$ cat src/rtl/tlsa_pkg.sv
// Shared types, constants and the quad swizzle for the tiled-to-linear store addresser.
`timescale 1ns / 1ps
package tlsa_pkg;

   localparam int TILE_DIM        = 8;
   localparam int BYTES_PER_PIXEL = 4;
   localparam int TILE_BYTES      = TILE_DIM * TILE_DIM * BYTES_PER_PIXEL;

   localparam int COORD_WIDTH  = 11;
   localparam int SIZE_WIDTH   = 4;
   localparam int PITCH_WIDTH  = 19;
   localparam int HEIGHT_WIDTH = 15;
   localparam int ADDR_WIDTH   = 32;
   localparam int CSR_IDX_WIDTH  = 2;
   localparam int CSR_DATA_WIDTH = 19;
   localparam int POS_WIDTH    = $clog2(TILE_DIM);
   localparam int PXY_WIDTH    = COORD_WIDTH + POS_WIDTH;

   typedef enum logic [CSR_IDX_WIDTH-1:0] {
      CSR_DEST_ROW_PITCH  = 2'd0,
      CSR_IMAGE_HEIGHT    = 2'd1,
      CSR_FLIP_ROWS       = 2'd2,
      CSR_TILE_ROW_BYTES  = 2'd3
   } csr_index_type;

   typedef struct packed {
      logic load;
      logic mul;
      logic base;
      logic step;
   } dp_cmd_type;

   typedef struct packed {
      logic empty_req;
      logic out_free;
      logic at_last;
   } dp_status_type;

   // 2x2 quad swizzle of a pixel position inside a tile, in bytes
   function automatic logic [7:0] swizzle_offset(input logic [POS_WIDTH-1:0] col,
                                                 input logic [POS_WIDTH-1:0] row);
      return {row[2], row[1], col[2], col[1], row[0], col[0], 2'b00};
   endfunction

endpackage

$ cat src/rtl/tiled_to_linear_store_addresser.sv
// Top level of the tiled-to-linear store addresser: sequencer plus datapath.
//
//   channel  direction  handshake          word
//   req_     in         valid / stall      tile_col, tile_row, width_px, height_px
//   rsp_     out        valid / stall      source_offset, dest_offset, last_pixel
//   csr_     in         valid / ready      index, wdata
//
// A command runs through three setup steps (latch, multiply, base add), then emits one address
// pair per cycle while rsp_ does not stall, up to 64 for a full tile.
// Commands with zero width or height are taken without any setup step and produce nothing.
// A stalled rsp_ holds the output register and pauses the pixel walk.
// Reset is synchronous and restores the register defaults.
`timescale 1ns / 1ps
module tiled_to_linear_store_addresser (
   input  logic                                  clock,
   input  logic                                  reset,
   input  logic                                  req_valid,
   output logic                                  req_stall,
   input  logic [tlsa_pkg::COORD_WIDTH-1:0]      req_tile_col,
   input  logic [tlsa_pkg::COORD_WIDTH-1:0]      req_tile_row,
   input  logic [tlsa_pkg::SIZE_WIDTH-1:0]       req_width_px,
   input  logic [tlsa_pkg::SIZE_WIDTH-1:0]       req_height_px,
   output logic                                  rsp_valid,
   input  logic                                  rsp_stall,
   output logic [tlsa_pkg::ADDR_WIDTH-1:0]       rsp_source_offset,
   output logic [tlsa_pkg::ADDR_WIDTH-1:0]       rsp_dest_offset,
   output logic                                  rsp_last_pixel,
   input  logic                                  csr_valid,
   output logic                                  csr_ready,
   input  logic [tlsa_pkg::CSR_IDX_WIDTH-1:0]    csr_index,
   input  logic [tlsa_pkg::CSR_DATA_WIDTH-1:0]   csr_wdata
);
   import tlsa_pkg::*;

   dp_cmd_type    cmd;
   dp_status_type status;

   assign csr_ready = 1'b1;

   tlsa_ctrl u_ctrl (
      .clock     (clock),
      .reset     (reset),
      .req_valid (req_valid),
      .req_stall (req_stall),
      .status    (status),
      .cmd       (cmd)
   );

   tlsa_dp u_dp (
      .clock             (clock),
      .reset             (reset),
      .csr_valid         (csr_valid),
      .csr_index         (csr_index),
      .csr_wdata         (csr_wdata),
      .req_tile_col      (req_tile_col),
      .req_tile_row      (req_tile_row),
      .req_width_px      (req_width_px),
      .req_height_px     (req_height_px),
      .rsp_valid         (rsp_valid),
      .rsp_stall         (rsp_stall),
      .rsp_source_offset (rsp_source_offset),
      .rsp_dest_offset   (rsp_dest_offset),
      .rsp_last_pixel    (rsp_last_pixel),
      .cmd               (cmd),
      .status            (status)
   );

endmodule

$ cat src/rtl/tlsa_ctrl.sv
// Sequencer for the tiled-to-linear store addresser: setup steps, then one pixel per step.
`timescale 1ns / 1ps
module tlsa_ctrl (
   input  logic                    clock,
   input  logic                    reset,
   input  logic                    req_valid,
   output logic                    req_stall,
   input  tlsa_pkg::dp_status_type status,
   output tlsa_pkg::dp_cmd_type    cmd
);
   import tlsa_pkg::*;

   typedef enum logic [2:0] {
      ST_IDLE,
      ST_MUL,
      ST_BASE,
      ST_EMIT
   } state_type;

   state_type state_ff, state_in;

   always_comb begin
      state_in = state_ff;
      cmd      = '0;
      case (state_ff)
         ST_IDLE: begin
            if (req_valid && !status.empty_req) begin
               cmd.load = 1'b1;
               state_in = ST_MUL;
            end
         end
         ST_MUL: begin
            cmd.mul  = 1'b1;
            state_in = ST_BASE;
         end
         ST_BASE: begin
            cmd.base = 1'b1;
            state_in = ST_EMIT;
         end
         ST_EMIT: begin
            if (status.out_free) begin
               cmd.step = 1'b1;
               if (status.at_last) begin
                  state_in = ST_IDLE;
               end
            end
         end
         default: state_in = ST_IDLE;
      endcase
   end

   always_ff @(posedge clock) begin
      if (reset) begin
         state_ff <= ST_IDLE;
      end else begin
         state_ff <= state_in;
      end
   end

   assign req_stall = (state_ff != ST_IDLE);

endmodule

$ cat src/rtl/tlsa_dp.sv
// Datapath: config registers, base address math, pixel counters and the output word register.
`timescale 1ns / 1ps
module tlsa_dp (
   input  logic                                  clock,
   input  logic                                  reset,
   input  logic                                  csr_valid,
   input  logic [tlsa_pkg::CSR_IDX_WIDTH-1:0]    csr_index,
   input  logic [tlsa_pkg::CSR_DATA_WIDTH-1:0]   csr_wdata,
   input  logic [tlsa_pkg::COORD_WIDTH-1:0]      req_tile_col,
   input  logic [tlsa_pkg::COORD_WIDTH-1:0]      req_tile_row,
   input  logic [tlsa_pkg::SIZE_WIDTH-1:0]       req_width_px,
   input  logic [tlsa_pkg::SIZE_WIDTH-1:0]       req_height_px,
   output logic                                  rsp_valid,
   input  logic                                  rsp_stall,
   output logic [tlsa_pkg::ADDR_WIDTH-1:0]       rsp_source_offset,
   output logic [tlsa_pkg::ADDR_WIDTH-1:0]       rsp_dest_offset,
   output logic                                  rsp_last_pixel,
   input  tlsa_pkg::dp_cmd_type                  cmd,
   output tlsa_pkg::dp_status_type               status
);
   import tlsa_pkg::*;

   logic [PITCH_WIDTH-1:0]  pitch_ff;
   logic [HEIGHT_WIDTH-1:0] height_ff;
   logic                    flip_ff;
   logic [PITCH_WIDTH-1:0]  row_bytes_ff;

   logic [COORD_WIDTH-1:0]  tcol_ff;
   logic [PXY_WIDTH-1:0]    px_y_ff;
   logic [ADDR_WIDTH-1:0]   start_row_ff;
   logic [ADDR_WIDTH-1:0]   step_ff;
   logic [POS_WIDTH-1:0]    last_col_ff, last_row_ff;
   logic [ADDR_WIDTH-1:0]   src_prod_ff, dst_prod_ff;
   logic [ADDR_WIDTH-1:0]   src_base_ff, rstart_ff;
   logic [POS_WIDTH-1:0]    col_ff, row_ff;

   logic [ADDR_WIDTH-1:0]   src_ff, dst_ff;
   logic                    last_ff, valid_ff;

   logic [SIZE_WIDTH-1:0]   w_sat, h_sat;
   logic [PXY_WIDTH-1:0]    px_y_in;
   logic                    col_end;

   always_comb begin
      w_sat   = (req_width_px > SIZE_WIDTH'(TILE_DIM)) ? SIZE_WIDTH'(TILE_DIM) : req_width_px;
      h_sat   = (req_height_px > SIZE_WIDTH'(TILE_DIM)) ? SIZE_WIDTH'(TILE_DIM) : req_height_px;
      px_y_in = {req_tile_row, {POS_WIDTH{1'b0}}};
      col_end = (col_ff == last_col_ff);
   end

   assign status.empty_req = (req_width_px == '0) || (req_height_px == '0);
   assign status.out_free  = !valid_ff || !rsp_stall;
   assign status.at_last   = col_end && (row_ff == last_row_ff);

   // config registers
   always_ff @(posedge clock) begin
      if (reset) begin
         pitch_ff     <= '0;
         height_ff    <= HEIGHT_WIDTH'(1);
         flip_ff      <= 1'b0;
         row_bytes_ff <= '0;
      end else if (csr_valid) begin
         case (csr_index_type'(csr_index))
            CSR_DEST_ROW_PITCH: pitch_ff     <= csr_wdata[PITCH_WIDTH-1:0];
            CSR_IMAGE_HEIGHT:   height_ff    <= csr_wdata[HEIGHT_WIDTH-1:0];
            CSR_FLIP_ROWS:      flip_ff      <= csr_wdata[0];
            CSR_TILE_ROW_BYTES: row_bytes_ff <= csr_wdata[PITCH_WIDTH-1:0];
            default: ;
         endcase
      end
   end

   // command setup, products, bases and pixel walk
   always_ff @(posedge clock) begin
      if (cmd.load) begin
         tcol_ff     <= req_tile_col;
         px_y_ff     <= px_y_in;
         last_col_ff <= POS_WIDTH'(w_sat - SIZE_WIDTH'(1));
         last_row_ff <= POS_WIDTH'(h_sat - SIZE_WIDTH'(1));
         if (flip_ff) begin
            start_row_ff <= ADDR_WIDTH'(height_ff) - ADDR_WIDTH'(px_y_in) - ADDR_WIDTH'(1);
            step_ff      <= ADDR_WIDTH'(0) - ADDR_WIDTH'(pitch_ff);
         end else begin
            start_row_ff <= ADDR_WIDTH'(px_y_in);
            step_ff      <= ADDR_WIDTH'(pitch_ff);
         end
      end
      if (cmd.mul) begin
         src_prod_ff <= ADDR_WIDTH'(ADDR_WIDTH'(px_y_ff) * ADDR_WIDTH'(row_bytes_ff));
         dst_prod_ff <= ADDR_WIDTH'(start_row_ff * ADDR_WIDTH'(pitch_ff));
      end
      if (cmd.base) begin
         src_base_ff <= src_prod_ff + ADDR_WIDTH'(ADDR_WIDTH'(tcol_ff) * TILE_BYTES);
         rstart_ff   <= dst_prod_ff
                        + ADDR_WIDTH'(ADDR_WIDTH'(tcol_ff) * (TILE_DIM * BYTES_PER_PIXEL));
         col_ff      <= '0;
         row_ff      <= '0;
      end
      if (cmd.step) begin
         src_ff  <= src_base_ff + ADDR_WIDTH'(swizzle_offset(col_ff, row_ff));
         dst_ff  <= rstart_ff + ADDR_WIDTH'(ADDR_WIDTH'(col_ff) * BYTES_PER_PIXEL);
         last_ff <= status.at_last;
         if (col_end) begin
            col_ff    <= '0;
            row_ff    <= row_ff + POS_WIDTH'(1);
            rstart_ff <= rstart_ff + step_ff;
         end else begin
            col_ff <= col_ff + POS_WIDTH'(1);
         end
      end
   end

   always_ff @(posedge clock) begin
      if (reset) begin
         valid_ff <= 1'b0;
      end else if (cmd.step) begin
         valid_ff <= 1'b1;
      end else if (!rsp_stall) begin
         valid_ff <= 1'b0;
      end
   end

   assign rsp_valid         = valid_ff;
   assign rsp_source_offset = src_ff;
   assign rsp_dest_offset   = dst_ff;
   assign rsp_last_pixel    = last_ff;

endmodule
$ cat config.mk
export PLATFORM = sky130hd
export DESIGN_NAME = tiled_to_linear_store_addresser
export DESIGN_NICKNAME = d
export VERILOG_FILES = /design/src/rtl/tlsa_pkg.sv /design/src/rtl/tiled_to_linear_store_addresser.sv /design/src/rtl/tlsa_ctrl.sv /design/src/rtl/tlsa_dp.sv
export SDC_FILE = /design/constraint.sdc
export NUM_CORES = 2
export LEC_CHECK = 0
export BUFFER_PORTS_ARGS = -buffer_cell sky130_fd_sc_hd__buf_2
export CELL_PAD_IN_SITES_DETAIL_PLACEMENT = 0
export CELL_PAD_IN_SITES_GLOBAL_PLACEMENT = 2
export CORE_ASPECT_RATIO = 0.6
export CORE_UTILIZATION = 38
export CTS_CLUSTER_SIZE = 12
export DETAILED_ROUTE_END_ITERATION = 6
export PLACE_DENSITY = 0.89
export SYNTH_ARGS = -nofsm -noshare
export SYNTH_HDL_FRONTEND = slang
export SYNTH_HIERARCHICAL = 1
export SYNTH_SLANG_ARGS = --single-unit
$ cat constraint.sdc
create_clock -name clock -period 6.3 [get_ports clock]
set_input_delay 0.63 -clock clock [delete_from_list [all_inputs] [get_ports clock]]
set_output_delay 0.63 -clock clock [all_outputs]
set_load 0.03 [all_outputs]
**After elaboration in Yosys (flattened, before gate mapping)**

Index checks and enable logic that the tools add are counted.

- Register bits after elaboration: 337
- Input bits: 56
- Logic and storage cells: 94

- Add/sub/neg operators: 12
- $mul: 2
- Magnitude comparators: 2
- Equal/unequal tests: 12
- Muxes and demuxes: 25
- Reductions and logical operators: 18

Operator list:

| kind | count |
|---|---|
| $mux W32 | 3 |
| $mux W3 | 11 |
| $add A32 B16 Y32 | 1 |
| $add A32 B19 Y32 | 1 |
| $add A32 B32 Y32 | 1 |
| $add A32 B5 Y32 | 1 |
| $add A32 B8 Y32 | 1 |
| $mul A32 B19 Y32 | 1 |
| $sub A32 B1 Y32 const B | 1 |
| $mul A11 B19 Y29 | 1 |
| $sub A1 B19 Y20 const A | 1 |
| $mux W19 | 1 |
| $sub A15 B14 Y16 | 1 |
| $mux W14 | 1 |
| $pmux W3 S4 | 1 |
| $gt A4 B4 Y1 const B | 2 |
| $logic_not A4 Y1 | 2 |
| $mux W1 | 8 |
| $reduce_and A2 Y1 | 4 |
| $add A3 B1 Y3 const B | 2 |
| $eq A3 B2 Y1 const B | 2 |
| $eq A3 B3 Y1 | 2 |
| $sub A3 B1 Y3 const B | 2 |
| $eq A2 B2 Y1 const B | 2 |
| other kinds (12) | 18 |

**Depth between registers and ports, before layout**

- Word-level depth: 6
- Depth in mapped cells: 25
- Mapped depth without buffers: 23

**Hierarchy**

Netlist, hierarchy kept.

Modules (own cells, without submodules):

| module | instances | cells each | area each (um2) |
|---|---|---|---|
| tlsa_dp | 1 | 3484 | 33196.8 |
| tlsa_ctrl | 1 | 22 | 197.7 |
| tiled_to_linear_store_addresser | 1 | 2 | 11.3 |

**Least setup slack after synthesis**

OpenSTA, ideal clock, no wires.

- Kind: flip-flop to flip-flop
- From: reg u_dp.pitch_ff[15]
- To: reg u_dp.dst_prod_ff[31], data pin
- Library setup time: 0.260 ns
- Data arrival time: 6.301 ns
- Data required time: 6.040 ns
- Path slack: -0.261 ns
- Stages on the path, launching flop included: 24
- Path buffers: 2
- Cells stage by stage: dfxtp_1 > clkbuf_1 > clkbuf_1 > nand2_1 > fa_1 > inv_1 > fa_1 > fa_1 > fa_1 > fa_1 > inv_1 > fa_1 > inv_1 > ha_1 > and3_1 > a221oi_1 > o21ai_1 > nand3_1 > o211ai_1 > o41ai_2 > nor2_1 > a2111oi_4 > a21oi_1 > xnor2_1

- Cells in the longest elaborated chain, start to end: 1

Ends and longest elaborated chain:

| element | RTL line | RTL |
|---|---|---|
| start: declaration | tlsa_dp.sv:23 | `logic [PITCH_WIDTH-1:0] pitch_ff;` |
| start signal: assignment | tlsa_dp.sv:64 | `CSR_DEST_ROW_PITCH: pitch_ff <= csr_wdata[PITCH_WIDTH-1:0];` |
| $mul A32 B19 Y32 | tlsa_dp.sv:90 | `dst_prod_ff <= ADDR_WIDTH'(start_row_ff * ADDR_WIDTH'(pitch_ff));` |
| end signal: assignment | tlsa_dp.sv:90 |  |
| end: declaration | tlsa_dp.sv:33 | `logic [ADDR_WIDTH-1:0] src_prod_ff, dst_prod_ff;` |

Every way passes these cells.
A chain may end at the register's enable or synchronous reset.

**Final worst setup path**

- From: reg u_dp.start_row_ff[10]
- To: reg u_dp.dst_prod_ff[30], data pin

- Cells in the longest elaborated chain, start to end: 1

Ends and longest elaborated chain:

| element | RTL line | RTL |
|---|---|---|
| start: declaration | tlsa_dp.sv:30 | `logic [ADDR_WIDTH-1:0] start_row_ff;` |
| start signal: assignment | tlsa_dp.sv:81 | `start_row_ff <= ADDR_WIDTH'(height_ff) - ADDR_WIDTH'(px_y_in) - ADDR_WIDTH'(1);` |
| start signal: assignment | tlsa_dp.sv:84 | `start_row_ff <= ADDR_WIDTH'(px_y_in);` |
| $mul A32 B19 Y32 | tlsa_dp.sv:90 |  |

Every way passes these cells.

==> results.toml <==
[timing]
setup_ws_ns = -0.0418
fmax_ghz = 0.158
drv_slew = 0
setup_viol = 1
period_needed_ns = 6.34
rsz0062_at_grt = "true"
slew_headroom = 0.289
finalClockSkew_ns = 0.0359
timing.final.crit_share = 1.01
hold_violations = 0
worstMarginPinSlew_ns = 1.06

[finish]
nets = 4458
final_common_cell = "inv_1"
fillCellCount = 8384
area_growth_pct = 13.5
drive_gt1_frac = 0.125
final_cell_mix = "623 x inv_1, 481 x nand2_1, 442 x fa_1"
fin_util = 0.439
multi_input_area_sq_mm = 0.0223
final_area_sq_mm = 0.0379
seqCellArea_sq_mm = 0.00849

[clock_tree]
clkSinkCount = 313
clk_pin_slew_worst_paths_ns = 0.06
root_buffer = "clkbuf_16"
postCtsHoldBufs = 0
cts_tree = "done"
clock_path_buffers = 3
clk_latency_ns = 0.58
htree_levels = 2
cts_buffers = 36

[die]
pin_count = 124
initial_core_util = 0.387
die_w_microns = 385
coreArea_sq_mm = 0.0863
die_area_sq_mm = 0.0891
row_count = 83
die_h_microns = 232

[worst_setup_path]
critPathCapture = "u_dp/dst_prod_ff[30]"
crit_path_start_kind = "register"
critPathKind = "reg -> reg"
crit_arrival_ns = 6.68
cp.required_ns = 6.63
rr_startpoint = "u_dp/start_row_ff[10]"
ff2ff_setup_slack_ns = -0.04
regToRegEndpoint = "u_dp/dst_prod_ff[30]"
cp-startpoint = "u_dp/start_row_ff[10]"
critPathMaxFanout = 3
r2r_cells = 23
crit_path_end_kind = "register"

[synth]
yosys_most_used_dff = "edfxtp_1"
synth_seq_cells = 313
yosysSeqAreaShare = 0.254
avgSynthCellArea_sq_um = 9.52
syn_inst = 3508
syn_area_sq_mm = 0.0334
synth_edf_count = 221
netlist-cell-type-count = 72
async_reset_ff_frac = 0
yosys_warnings = 6

[routing]
wire_per_inst_microns = 17.6
wl_microns = 86200
dr.pass1.iters = 5
vias = 23900
first_iter_violations = 1768
ant_nets = 0
drc = 0
viasPerCell = 4.87

[power]
power.density_mw_per_mm2 = 273
power.leakage_nw = 16.9
vdd_drop_max_v = 0.000181

[placement]
portBuffers = 120
pre_cts_ws_ns = -0.269
hpwlAfterDp_microns = 71300
placed_area_sq_mm = 0.0362
gp_congestion = 0.886

[worst_hold_path]
whs_path_depth = 1
min_path_type = "in -> reg"

[global_routing]
antenna_found_initial = 3
grt_overflow_total = 0
track_usage = 0.198
grt_pass1_vias = 23600
grt_max_degree = 70
grt_pass1_wl_microns = 137000

[run]
maxCapViolations = 0

[status]
violations = "setup timing"
outcome = "finished, violations left"
-- per-layer routing --
layer | up-vias | track usage | share of wire
met3 | 72 | 0.0534 | 0.087
met4 | 2 | 0.0299 | 0.013
met5 | - | 0 | 0.00013
met2 | 690 | 0.242 | 0.35
met1 | 11600 | 0.335 | 0.55
li1 | 11500 | - | -
-- metrics by stage --
step	TNS [ns]	power (mW)	hold WS, ns	std cells
2_1_floorplan	0	6.68	0.400	3509
3_3_place_gp	-0.441	8.09	0.403	4805
3_5_place_dp	-0.731	8.12	0.406	4805
4_1_cts	-0.00808	10.3	0.209	4886
5_1_grt	-0.614	11.1	0.214	4897
6_report	-0.0418	10.4	0.245	4897
-- power breakdown --
part,total [mW],switching [mW],internal (mW)
combinational,4.80,2.80,1.99
sequential,3.46,0.529,2.93
clock,2.10,0.907,1.19
total,10.4,4.24,6.12
-- how the worst min path moves through the flow --
stage	startpoint	endpoint
after floorplan	u_dp/src_prod_ff[3]	u_dp/src_base_ff[3]
after global routing	req_tile_col[5]	u_dp/tcol_ff[5]
after detailed placement	u_dp/src_prod_ff[6]	u_dp/src_base_ff[6]
after CTS	req_tile_col[6]	u_dp/tcol_ff[6]
final	req_tile_col[5]	u_dp/tcol_ff[5]
after global placement	u_dp/src_prod_ff[6]	u_dp/src_base_ff[6]
-- registers in the layout (all words and copies together), names as in the netlist, 11 cells and up --
signal / count
u_dp/row_bytes_ff: 19
u_dp/dst_prod_ff: 32
u_dp/tcol_ff: 11
u_dp/rstart_ff: 32
u_dp/rsp_dest_offset: 32
u_dp/src_base_ff: 29
u_dp/height_ff: 15
u_dp/rsp_source_offset: 30
u_dp/step_ff: 20
u_dp/start_row_ff: 17
u_dp/src_prod_ff: 29
u_dp/pitch_ff: 19
u_dp/px_y_ff: 11
-- critical path, cell delays in order, from the launching register on --
cell	delay, ns
edfxtp_1	0.43
buf_4	0.16
buf_6	0.11
and2_1	0.16
fa_1	0.46
fa_1	0.50
inv_1	0.05
fa_1	0.55
inv_2	0.04
fa_1	0.55
inv_2	0.05
fa_1	0.46
fa_1	0.56
inv_2	0.05
ha_4	0.16
a211o_1	0.25
or3_4	0.34
o2111a_2	0.29
o21ai_2	0.15
a21oi_2	0.08
nand4_1	0.12
nand3_2	0.09
o41a_1	0.33
xor2_1	0.16
-- cells by family after synthesis --
| kind of cell | count (synthesis) | synth area share |
|---|---|---|
| buffers and inverters | 769 | 0.0868 |
| flip-flops | 313 | 0.254 |
| AO/OA/AOI/OAI | 410 | 0.0785 |
| AND/OR/NAND/NOR | 1079 | 0.155 |
| adder cells (fa/ha/maj) | 681 | 0.358 |
| other | 2 | 0.000225 |
| XOR/XNOR | 237 | 0.0621 |
| multiplexers | 17 | 0.00513 |
-- area by class of cell --
cell class | instances | area share
antenna | 1 | 0.0000660
clock buffer | 52 | 0.0261
clock inverter | 14 | 0.00436
inverter | 633 | 0.0627
multi-input combinational | 2427 | 0.588
sequential | 313 | 0.224
tap | 1147 | 0.0379
timing repair buffer | 310 | 0.0566
-- repair_timing --
action,4_1_cts,5_1_grt
buffers inserted,15,10
endpoints found under the setup margin,4,10
gates resized for setup,44,59
pin swaps,23,43
gates cloned,0,0
-- synth_stat cells, drive strengths merged, types with 6 or more instances --
cell type / instances / area share
a21boi: 10 / 0.0022
nor2b: 18 / 0.0034
edfxtp: 221 / 0.20
a21o: 40 / 0.0090
nor3: 34 / 0.0051
nor4: 6 / 0.0013
mux2i: 16 / 0.0048
o21bai: 13 / 0.0029
nor2: 118 / 0.013
inv: 633 / 0.071
or3: 17 / 0.0032
clkbuf: 128 / 0.014
a21oi: 147 / 0.022
o21a: 16 / 0.0036
and3: 20 / 0.0037
o211ai: 15 / 0.0034
a211oi: 15 / 0.0035
ha: 223 / 0.084
buf: 8 / 0.0013
a31oi: 9 / 0.0023
xnor2: 167 / 0.044
xor2: 70 / 0.018
nand4: 25 / 0.0047
o31ai: 15 / 0.0034
dfxtp: 92 / 0.055
nand2b: 20 / 0.0040
nand2: 483 / 0.054
a211o: 12 / 0.0031
and2: 261 / 0.049
nand3: 51 / 0.0076
o21ai: 86 / 0.013
fa: 458 / 0.27
Power figures use the tool's default switching activity.
